`src/design/risc_instruction_execute_core_assert.svh`:
```
// assertion macros for the execute core
`ifndef RISC_INSTRUCTION_EXECUTE_CORE_ASSERT_SVH
`define RISC_INSTRUCTION_EXECUTE_CORE_ASSERT_SVH
`define RIEC_ASSERT_IMPL(label, clk, rst, prop) \
  label: assert property (@(posedge clk) disable iff (rst) prop) \
    else $error("assertion failed");
`define RIEC_ASSERT_ONEHOT(label, clk, rst, sig) \
  label: assert property (@(posedge clk) disable iff (rst) $onehot(sig)) \
    else $error("state not one-hot");
`endif

```
`src/design/riec_pkg.sv`:
```
// types and constants shared by the execute core modules
package riec_pkg;
  localparam int PC_W = 22;
  localparam int ADDR_W = 10;
  localparam int REGISTER_COUNT = 32;
  localparam int DATA_WORDS = 1024;
  localparam int CACHE_LINES = 64;
  localparam int WORDS_PER_LINE = 4;
  localparam logic [4:0] OP_STOP = 5'd0, OP_ADD = 5'd1, OP_SUB = 5'd2, OP_MULT = 5'd3,
    OP_DIV = 5'd4, OP_AND = 5'd5, OP_OR = 5'd6, OP_XOR = 5'd7, OP_SHL = 5'd8,
    OP_SHR = 5'd9, OP_SLT = 5'd10, OP_SLE = 5'd11, OP_SEQ = 5'd12, OP_LOAD = 5'd13,
    OP_STORE = 5'd14, OP_JMP = 5'd15, OP_BRAZ = 5'd16, OP_BRANZ = 5'd17,
    OP_SCALL = 5'd18;

  typedef enum logic [9:0] {
    ST_IDLE    = 10'b0000000001,
    ST_CLEAR   = 10'b0000000010,
    ST_READ    = 10'b0000000100,
    ST_EXEC    = 10'b0000001000,
    ST_DIV     = 10'b0000010000,
    ST_TAG     = 10'b0000100000,
    ST_FILL    = 10'b0001000000,
    ST_LREAD   = 10'b0010000000,
    ST_WB      = 10'b0100000000,
    ST_OUT     = 10'b1000000000
  } state_t;

  typedef struct packed {
    logic clear_step;
    logic latch;
    logic read;
    logic exec;
    logic div_start;
    logic div_step;
    logic tag_read;
    logic fill_step;
    logic line_read;
    logic writeback;
  } cmd_t;

  typedef struct packed {
    logic clear_done;
    logic running;
    logic is_div;
    logic div_done;
    logic is_load;
    logic hit;
    logic fill_done;
  } status_t;
endpackage

```
`src/design/riec_control.sv`:
```
// sequencer for the execute core
module riec_control import riec_pkg::*; (
  input  logic    clk,
  input  logic    rst,
  input  logic    in_valid,
  output logic    in_ready,
  output logic    out_valid,
  input  logic    out_ready,
  input  status_t status,
  output cmd_t    cmd
);
  state_t state, state_next;

  always_ff @(posedge clk) begin
    if (rst) state <= ST_CLEAR;
    else state <= state_next;
  end

  always_comb begin
    state_next = state;
    cmd = '0;
    in_ready = (state == ST_IDLE);
    out_valid = (state == ST_OUT);
    case (state)
      ST_CLEAR: begin
        cmd.clear_step = 1'b1;
        if (status.clear_done) state_next = ST_IDLE;
      end
      ST_IDLE: begin
        if (in_valid) begin
          cmd.latch = 1'b1;
          state_next = ST_READ;
        end
      end
      ST_READ: begin
        cmd.read = 1'b1;
        state_next = ST_EXEC;
      end
      ST_EXEC: begin
        if (!status.running) state_next = ST_WB;
        else if (status.is_div) begin
          cmd.div_start = 1'b1;
          state_next = ST_DIV;
        end else if (status.is_load) begin
          cmd.tag_read = 1'b1;
          state_next = ST_TAG;
        end else begin
          cmd.exec = 1'b1;
          state_next = ST_WB;
        end
      end
      ST_DIV: begin
        cmd.div_step = 1'b1;
        if (status.div_done) state_next = ST_WB;
      end
      ST_TAG: begin
        if (status.hit) state_next = ST_LREAD;
        else state_next = ST_FILL;
      end
      ST_FILL: begin
        cmd.fill_step = 1'b1;
        if (status.fill_done) state_next = ST_LREAD;
      end
      ST_LREAD: begin
        cmd.line_read = 1'b1;
        state_next = ST_WB;
      end
      ST_WB: begin
        cmd.writeback = 1'b1;
        state_next = ST_OUT;
      end
      ST_OUT: begin
        if (out_ready) state_next = ST_IDLE;
      end
      default: state_next = ST_IDLE;
    endcase
  end

  `include "risc_instruction_execute_core_assert.svh"
  `RIEC_ASSERT_ONEHOT(a_state_onehot, clk, rst, state)
  `RIEC_ASSERT_IMPL(a_no_accept_busy, clk, rst, (state == ST_OUT) |-> !in_ready)
  `RIEC_ASSERT_IMPL(a_wb_then_out, clk, rst, (state == ST_WB) |=> (state == ST_OUT))
endmodule

```
`config.mk`:
```
export PLATFORM = sky130hd
export DESIGN_NAME = riec_control
export DESIGN_NICKNAME = d
export VERILOG_FILES = /design/src/design/riec_pkg.sv /design/src/design/riec_control.sv
export VERILOG_INCLUDE_DIRS = /design/src /design/src/design
export SDC_FILE = /design/constraint.sdc
export NUM_CORES = 1
export LEC_CHECK = 0
export BUFFER_PORTS_ARGS = -buffer_cell sky130_fd_sc_hd__clkbuf_2
export CORE_MARGIN = 2
export CORE_UTILIZATION = 45
export CTS_CLUSTER_SIZE = 30
export DETAILED_ROUTE_END_ITERATION = 12
export GPL_TIMING_DRIVEN = 0
export PLACE_DENSITY = 0.72
export SLEW_MARGIN = 20
export SYNTH_ARGS = -nofsm -noshare
export SYNTH_HDL_FRONTEND = slang
export SYNTH_SLANG_ARGS = --single-unit
```
`constraint.sdc`:
```
create_clock -name clk -period 2.9 [get_ports clk]
set_clock_uncertainty 0.2 [all_clocks]
set_input_delay 0.435 -clock clk [delete_from_list [all_inputs] [get_ports clk]]
set_output_delay 0.435 -clock clk [all_outputs]
set_load 0.02 [all_outputs]
```
==> results.json, run 1 <==
{
  "fin_nets": 132,
  "hold_depth": 3,
  "first_pass_iters": 4,
  "syn-mean-instance-area_sq_um": 7.992,
  "grt.total_usage": 0.2097,
  "wl_mm": 1.827,
  "clkTransAtPathRegs_ns": 0.06,
  "portBuffers": 22,
  "area_delta_synth_final_pct": 24.58,
  "tns_ns": 0,
  "async_flop_share": 0,
  "switching_share": 0.3048,
  "stdcell_count": 135,
  "wl_met1_microns": 796,
  "antenna_cells": 0,
  "combPwrFrac": 0.269,
  "vdd_ir_drop_max_uv": 332.6,
  "place_area_sq_um": 873.3,
  "cts_tree": "yes",
  "drc": 0,
  "slew_headroom": 0.7220,
  "reg_top3": "state: 10 flops",
  "viasPerCell": 5.793,
  "cts_sinks": 10,
  "powerDensity_nw_per_um2": 355.6,
  "fin_hold_ws_ns": 0.2271,
  "synth_edf_count": 0,
  "cts-root-buf": "clkbuf_4",
  "wl_met2_microns": 871,
  "crit_arrival_ns": 2.22,
  "tightestPinTransition_ns": 0.4132,
  "hold_buffers": 0,
  "status": "complete, no violations",
  "yosys_warnings": 0,
  "dp_hpwl_mm": 1.307,
  "antenna_found_initial": 0,
  "path_max_fanout": 9,
  "die_y_microns": 44.64,
  "placementRows": 14,
  "dp_cells": 131,
  "cts_max_path_buffers": 2,
  "fin_crit_ns": 2.851,
  "wl_per_cell_microns": 13.53,
  "die_w_microns": 44.64,
  "synth-seq-cells": 10,
  "netlist_area_sq_um": 743.2,
  "seq_area_sq_um": 200.2,
  "utilization": 0.6076,
  "ys_seq_area_frac": 0.2694,
  "regMostFlops": "state",
  "critPathRequiredTime_ns": 2.27,
  "fmax_mhz": 350.8,
  "synthFlopType": "dfxtp_1",
  "cts_buffers": 3,
  "drive_gt1_frac": 0.3445,
  "synth_nets": 104,
  "synthCells": 93,
  "drt.antenna.violating_nets": 0,
  "synth.distinct_cells": 39,
  "fillers": 153,
  "p_switching_mw": 0.1003,
  "grt-ovfl-total": 0,
  "grt_first_pass_wirelength_mm": 3.008,
  "post-route-period-util": 0.9830,
  "multi_input_area_sq_um": 509.2,
  "htreeDepth": 1,
  "io_pins": 23,
  "power_frac_clock": 0.280,
  "power_frac_seq": 0.451,
  "reg2reg_depth": 7,
  "finalInstanceArea_sq_um": 925.9,
  "cap_violations": 0,
  "drtIter0Drc": 12,
  "hp-class": "primary input to flop",
  "place_congestion": 0.8539,
  "placeableCoreArea_sq_um": 1524,
  "internal-power_mw": 0.2289,
  "grt_pass1_vias": 725,
  "mostFrequentLayoutCells": "21 x clkbuf_2, 10 x dfxtp_1, 9 x nor2_1",
  "rsz0062_at_grt": "true",
  "wl_met3_microns": 129,
  "worstSetupEndpointType": "output port",
  "mostFrequentLayoutCell": "clkbuf_2",
  "clock_latency_ns": 0.26,
  "critical_path_class": "flop to output port",
  "grt_max_degree": 11,
  "slew_violations": 0,
  "maxUsedRoutingLayer": "met4",
  "start_kind": "flop",
  "largest_register_ff_count": 10,
  "dieArea_sq_um": 1993,
  "start_util": 0.4877,
  "leakagePower_nw": 0.4310,
  "num_vias": 782,
  "hold_violations": 0,
  "setup_viol": 0
}
## power groups by stage
stage	combinational (mW)	clock (mW)	sequential, mW
after floorplan	0.0591	0	0.149
after global routing	0.0971	0.103	0.149
final	0.0887	0.0922	0.148
after CTS	0.0836	0.0967	0.148
after global placement	0.0821	0	0.151
after detailed placement	0.0827	0	0.151
## per-stage QoR
step                setup WS, ns  total power, mW
floorplan                 0.1844           0.2084
global placement          0.1427           0.2327
detailed placement        0.1394           0.2337
CTS                     0.008403           0.3280
global route           -0.008470           0.3487
finish                   0.04940           0.3292
## repair_timing
item	4_1_cts	5_1_grt
gates resized for setup	1	4
hold endpoints to repair	0	0
buffers inserted	0	1
setup endpoints to repair	2	5
pin swaps	0	1
## routing by layer
metal,up-vias,track usage
met3,6,0.06122
met1,349,0.2562
met2,36,0.3652
met4,0,0.03636
li1,391,-
met5,-,0
## logic make-up after synthesis
logic type,share of synthesized area
simple gates,0.4731
compound gates,0.1583
flops,0.2694
buf+inv,0.07575
xor+xnor,0.02357
## layout make-up
class	count	area share
Buffer	5	0.04459
Clock buffer	3	0.02432
Inverter	4	0.01622
Multi-Input combinational cell	74	0.5500
Sequential cell	10	0.2162
Tap cell	16	0.02162
Timing Repair Buffer	23	0.1270
## worst paths after layout
path | slack, ns | end | start
setup / recovery | 0.05 | out_valid | state[5]$_SDFFE_PP0P_
hold / removal | 0.23 | state[1]$_SDFFE_PP1P_ | status[6]
setup reg to reg | 0.46 | state[5]$_SDFFE_PP0P_ | state[5]$_SDFFE_PP0P_
hold reg to reg | 0.43 | state[6]$_SDFFE_PP0P_ | state[6]$_SDFFE_PP0P_
## Yosys cell counts, types with 3 or more instances
| cell | instances | area share |
|---|---|---|
| nand2b_1 | 3 | 0.025 |
| nor2_1 | 10 | 0.051 |
| dfxtp_1 | 10 | 0.27 |
| nor4_1 | 4 | 0.034 |
| o21ai_0 | 6 | 0.040 |
| nand2_1 | 4 | 0.020 |
| nor3b_1 | 5 | 0.051 |
| inv_1 | 4 | 0.020 |
| a21oi_1 | 3 | 0.020 |
| and2_1 | 4 | 0.034 |
| buf_6 | 3 | 0.045 |
| nor3_1 | 3 | 0.020 |
## worst max-delay path: stages (launching register included)
cell and delay (ns):
dfxtp_1 0.31, buf_6 0.13, or4_4 0.54, or4b_4 0.58, nor3b_1 0.20, buf_2 0.19
Note: power is estimated with default switching activity, not from simulation.
==> run 2: changes to the inputs <==
--- a/config.mk
+++ b/config.mk
@@ -7,12 +7,13 @@
 export NUM_CORES = 1
 export LEC_CHECK = 0
 export BUFFER_PORTS_ARGS = -buffer_cell sky130_fd_sc_hd__clkbuf_2
+export CORE_ASPECT_RATIO = 0.9
 export CORE_MARGIN = 2
-export CORE_UTILIZATION = 45
+export CORE_UTILIZATION = 44
 export CTS_CLUSTER_SIZE = 30
 export DETAILED_ROUTE_END_ITERATION = 12
 export GPL_TIMING_DRIVEN = 0
-export PLACE_DENSITY = 0.72
+export PLACE_DENSITY = 0.77
 export SLEW_MARGIN = 20
 export SYNTH_ARGS = -nofsm -noshare
 export SYNTH_HDL_FRONTEND = slang
==> constraint.sdc (replaced) <==
create_clock -name clk -period 2.45 [get_ports clk]
set_clock_uncertainty 0.2 [all_clocks]
set_input_delay 0.3675 -clock clk [delete_from_list [all_inputs] [get_ports clk]]
set_output_delay 0.3675 -clock clk [all_outputs]
set_load 0.02 [all_outputs]
==> results.json, run 2 (synthesized netlist as in run 1, its figures left out) <==
{
  "status": "complete, but fails checks",
  "violations": "setup timing",
  "wl_per_cell_microns": 13.57,
  "portBuffers": 22,
  "hp-class": "primary input to flop",
  "leakagePower_nw": 0.4879,
  "fin_nets": 139,
  "path_max_fanout": 3,
  "antenna_found_initial": 0,
  "regMostFlops": "state",
  "wl_mm": 2.035,
  "drc": 0,
  "slew_violations": 0,
  "rsz0062_at_grt": "true",
  "die_w_microns": 47.32,
  "die_y_microns": 42.99,
  "r2r_end": "state[5]$_SDFFE_PP0P_",
  "grt-ovfl-total": 0,
  "vdd_ir_drop_max_uv": 316.6,
  "mostFrequentLayoutCell": "clkbuf_2",
  "grt_first_pass_wirelength_mm": 3.415,
  "drtIter0Drc": 30,
  "placeableCoreArea_sq_um": 1629,
  "grt_max_degree": 11,
  "cts_sinks": 10,
  "place_area_sq_um": 893.4,
  "grt.total_usage": 0.2373,
  "cts_max_path_buffers": 2,
  "crit-reg2reg-launch": "state[5]$_SDFFE_PP0P_",
  "start_util": 0.4562,
  "cts_tree": "yes",
  "powerDensity_nw_per_um2": 395.8,
  "reg2reg_depth": 6,
  "post-route-period-util": 1.050,
  "htreeDepth": 1,
  "p_total_mw": 0.4170,
  "drt.antenna.violating_nets": 0,
  "fin_hold_ws_ns": 0.1638,
  "dp_hpwl_mm": 1.348,
  "reg_top3": "state: 10 flops",
  "area_delta_synth_final_pct": 41.75,
  "hold_violations": 0,
  "first_pass_iters": 4,
  "hold_buffers": 0,
  "rrSetupSlack_ns": 0.06,
  "cts_buffers": 3,
  "setup_viol": 4,
  "critPathRequiredTime_ns": 1.88,
  "tightestPinTransition_ns": 0.4276,
  "mostFrequentLayoutCells": "16 x clkbuf_2, 11 x buf_4, 8 x nor2_1",
  "finalInstanceArea_sq_um": 1054,
  "cts-root-buf": "clkbuf_4",
  "io_pins": 23,
  "fin_crit_ns": 2.573,
  "cp-startpoint": "state[5]$_SDFFE_PP0P_",
  "clock_latency_ns": 0.26,
  "drive_gt1_frac": 0.4603,
  "place_congestion": 0.8561,
  "placementRows": 14,
  "critical_path_class": "flop to output port",
  "fmax_mhz": 388.7,
  "grt_pass1_vias": 750,
  "slew_headroom": 0.7112,
  "worstSetupEndpointType": "output port",
  "setup_ws_ns": -0.1226,
  "cap_violations": 0,
  "hold_depth": 3,
  "dieArea_sq_um": 2034,
  "crit_arrival_ns": 2.01,
  "antenna_cells": 0,
  "start_kind": "flop",
  "viasPerCell": 5.607,
  "largest_register_ff_count": 10,
  "endpoint": "cmd[0]",
  "clkTransAtPathRegs_ns": 0.06,
  "num_vias": 841
}
==> run 2: cell count changes in the layout (fill, tap and decap cells not counted), sizes merged <==
cell / change
buf: +12
clkbuf: -5
==> run 2: how the worst min path moves through the flow <==
stage	from	end	slack, ns
detailed placement	state[8]$_SDFFE_PP0P_	state[9]$_SDFFE_PP0P_	0.37
finish	status[6]	state[1]$_SDFFE_PP1P_	0.16
floorplan	rst	state[4]$_SDFFE_PP0P_	0.24
CTS	status[6]	state[1]$_SDFFE_PP1P_	0.16
global route	status[6]	state[1]$_SDFFE_PP1P_	0.18
global placement	state[8]$_SDFFE_PP0P_	state[9]$_SDFFE_PP0P_	0.36
==> run 2: worst max-delay path: stages (launching register included) <==
cell and delay (ns):
dfxtp_4 0.34, or4_4 0.55, or4b_4 0.53, nor2_2 0.15, clkbuf_4 0.18
==> run 2: per-stage QoR <==
stage	TNS, ns	util	cells	worst slack (ns)
after floorplan	-0.006515	-	93	-0.006515
after global placement	-0.4537	0.5484	139	-0.2222
after detailed placement	-0.4422	0.5484	139	-0.2107
after CTS	-0.7220	0.6206	148	-0.2007
after global routing	-0.7351	0.6467	150	-0.1861
final	-0.4260	0.6467	150	-0.1226
==> run 2: per-layer routing <==
| layer | share of wire | GRT usage | vias to the layer above |
|---|---|---|---|
| met5 | 0 | 0 | - |
| met1 | 0.41 | 0.3187 | 368 |
| met4 | 0.012 | 0.06111 | 0 |
| met3 | 0.10 | 0.08511 | 6 |
| li1 | - | - | 410 |
| met2 | 0.47 | 0.3541 | 57 |
==> run 2: area by class of cell <==
type	instances	area, sq um
clock buffer	3	22.52
tap	24	30.03
multi-input combinational	74	538.0
fill	131	575.6
inverter	4	15.01
buffer	4	32.53
sequential	10	211.5
timing repair buffer	31	203.9
==> run 2: power breakdown <==
part | switching, mW | internal (mW)
Sequential | 0.00820 | 0.165
Combinational | 0.0697 | 0.0637
Clock | 0.0535 | 0.0567
==> run 2: what timing repair did <==
item	in CTS	in global routing
setup endpoints to repair	9	11
gates resized for setup	16	17
cloned	0	0
setup buffers	7	3
pin swaps	5	4
==> run 3: changes to the inputs <==
--- a/config.mk
+++ b/config.mk
@@ -14,6 +14,7 @@
 export DETAILED_ROUTE_END_ITERATION = 12
 export GPL_TIMING_DRIVEN = 0
 export PLACE_DENSITY = 0.77
+export SETUP_SLACK_MARGIN = 0.15
 export SLEW_MARGIN = 20
 export SYNTH_ARGS = -nofsm -noshare
 export SYNTH_HDL_FRONTEND = slang
==> results.json, run 3 (synthesized netlist as in run 1, its figures left out) <==
{
  "post-route-period-util": 1.102,
  "crit_arrival_ns": 2.13,
  "grt_pass1_vias": 772,
  "min_to": "state[1]$_SDFFE_PP1P_",
  "mostFrequentLayoutCell": "clkbuf_2",
  "grt_first_pass_wirelength_mm": 3.208,
  "rsz0062_at_grt": "true",
  "drc": 0,
  "critical_path_class": "flop to output port",
  "placementRows": 14,
  "grt-ovfl-total": 0,
  "dieArea_sq_um": 2034,
  "cts_max_path_buffers": 2,
  "hold_depth": 3,
  "wl_per_cell_microns": 13.53,
  "grt_max_degree": 11,
  "p_total_mw": 0.4270,
  "tns_ns": -0.8760,
  "tightestPinTransition_ns": 0.4386,
  "violations": "setup timing",
  "drtIter0Drc": 31,
  "dp_cells": 139,
  "holdCritStartpoint": "status[6]",
  "reg2reg_depth": 8,
  "cts_tree": "yes",
  "fin_crit_ns": 2.700,
  "powerDensity_nw_per_um2": 373.0,
  "antenna_cells": 0,
  "first_pass_iters": 4,
  "rrSetupSlack_ns": -0.02,
  "crit_chain": "buf_6 > or4_4 > or4b_4 > nor3b_4 > clkbuf_8",
  "start_util": 0.4562,
  "leakagePower_nw": 0.5115,
  "placeableCoreArea_sq_um": 1629,
  "area_delta_synth_final_pct": 54.04,
  "setup_ws_ns": -0.2497,
  "worstSetupEndpointType": "output port",
  "die_y_microns": 42.99,
  "status": "complete, but fails checks",
  "critPathRequiredTime_ns": 1.88,
  "finalInstanceArea_sq_um": 1145,
  "fmax_mhz": 370.4,
  "hold_buffers": 0,
  "mostFrequentLayoutCells": "18 x clkbuf_2, 9 x buf_4, 7 x nor2_1, 7 x dfxtp_1",
  "fin_nets": 142,
  "setup_viol": 8,
  "dp_hpwl_mm": 1.383,
  "cap_violations": 0,
  "start_kind": "flop",
  "place_congestion": 0.8677,
  "r2r_end": "state[5]$_SDFFE_PP0P_",
  "num_vias": 855,
  "regMostFlops": "state",
  "slew_violations": 0,
  "cts_buffers": 3,
  "hold_violations": 0,
  "crit-reg2reg-launch": "state[5]$_SDFFE_PP0P_",
  "htreeDepth": 1,
  "die_w_microns": 47.32,
  "dpl_worst_slack_ns": -0.1596,
  "slew_headroom": 0.7049,
  "vdd_ir_drop_max_uv": 318.9,
  "clock_latency_ns": 0.26,
  "place_area_sq_um": 919.6,
  "reg_top3": "state: 10 flops",
  "viasPerCell": 5.588,
  "path_max_fanout": 3,
  "drive_gt1_frac": 0.4884,
  "hp-class": "primary input to flop",
  "cts_sinks": 10,
  "drt.antenna.violating_nets": 0,
  "io_pins": 23,
  "stdcell_count": 153,
  "antenna_found_initial": 0,
  "wl_mm": 2.070,
  "clkTransAtPathRegs_ns": 0.06,
  "grt.total_usage": 0.2175,
  "fillers": 133,
  "cts-root-buf": "clkbuf_4",
  "cpPeakStageDelay_ns": 0.57,
  "slowest_stage": "or4b_4",
  "portBuffers": 22,
  "largest_register_ff_count": 10
}
run 3: changes by cell type in the layout (fill, tap and decap cells not counted), sizes merged:
cell,previous run,this run
clkbuf,21,25
buf,17,16
run 3: worst max path at each step:
stage | start | endpoint
floorplan | state[5]$_SDFFE_PP0P_ | out_valid
global placement | state[3]$_SDFFE_PP0P_ | cmd[1]
detailed placement | state[3]$_SDFFE_PP0P_ | cmd[1]
CTS | state[5]$_SDFFE_PP0P_ | out_valid
global route | state[5]$_SDFFE_PP0P_ | out_valid
finish | state[5]$_SDFFE_PP0P_ | out_valid
run 3: metal layers:
layer / share of wire / vias to the layer above / track usage
met4: 0.0072 / 0 / 0.06667
met1: 0.40 / 394 / 0.2727
li1: - / 419 / -
met2: 0.51 / 40 / 0.3486
met3: 0.082 / 2 / 0.06383
met5: 0 / - / 0
run 3: power breakdown:
group / internal, mW / total, mW / switching (mW)
Combinational: 0.0701 / 0.146 / 0.0763
Clock: 0.0564 / 0.106 / 0.0500
Sequential: 0.166 / 0.174 / 0.00781
run 3: layout make-up:
class	count	area, sq um	area share
Clock buffer	3	22.52	0.01967
Multi-Input combinational cell	74	589.3	0.5148
Sequential cell	10	209.0	0.1825
Tap cell	24	30.03	0.02623
Inverter	4	15.01	0.01311
Timing Repair Buffer	33	236.5	0.2066
Buffer	5	42.54	0.03716
run 3: stage by stage:
stage	hold WS, ns	util
floorplan	0.2366	-
global placement	0.4087	0.5645
detailed placement	0.4145	0.5645
CTS	0.1562	0.6344
global route	0.1678	0.7028
finish	0.1597	0.7028
run 3: what timing repair did:
| item | in CTS | in global routing |
|---|---|---|
| endpoints found under the setup margin | 11 | 18 |
| gates resized for setup | 14 | 18 |
| pin swaps | 2 | 9 |
| buffers inserted | 5 | 6 |
run 3: critical path, delay by kind of cell, from the launching register on:
family                 cells  cell delay (ns)
and+or+nand+nor            3             1.29
DFF                        1             0.31
buffers and inverters      2             0.27
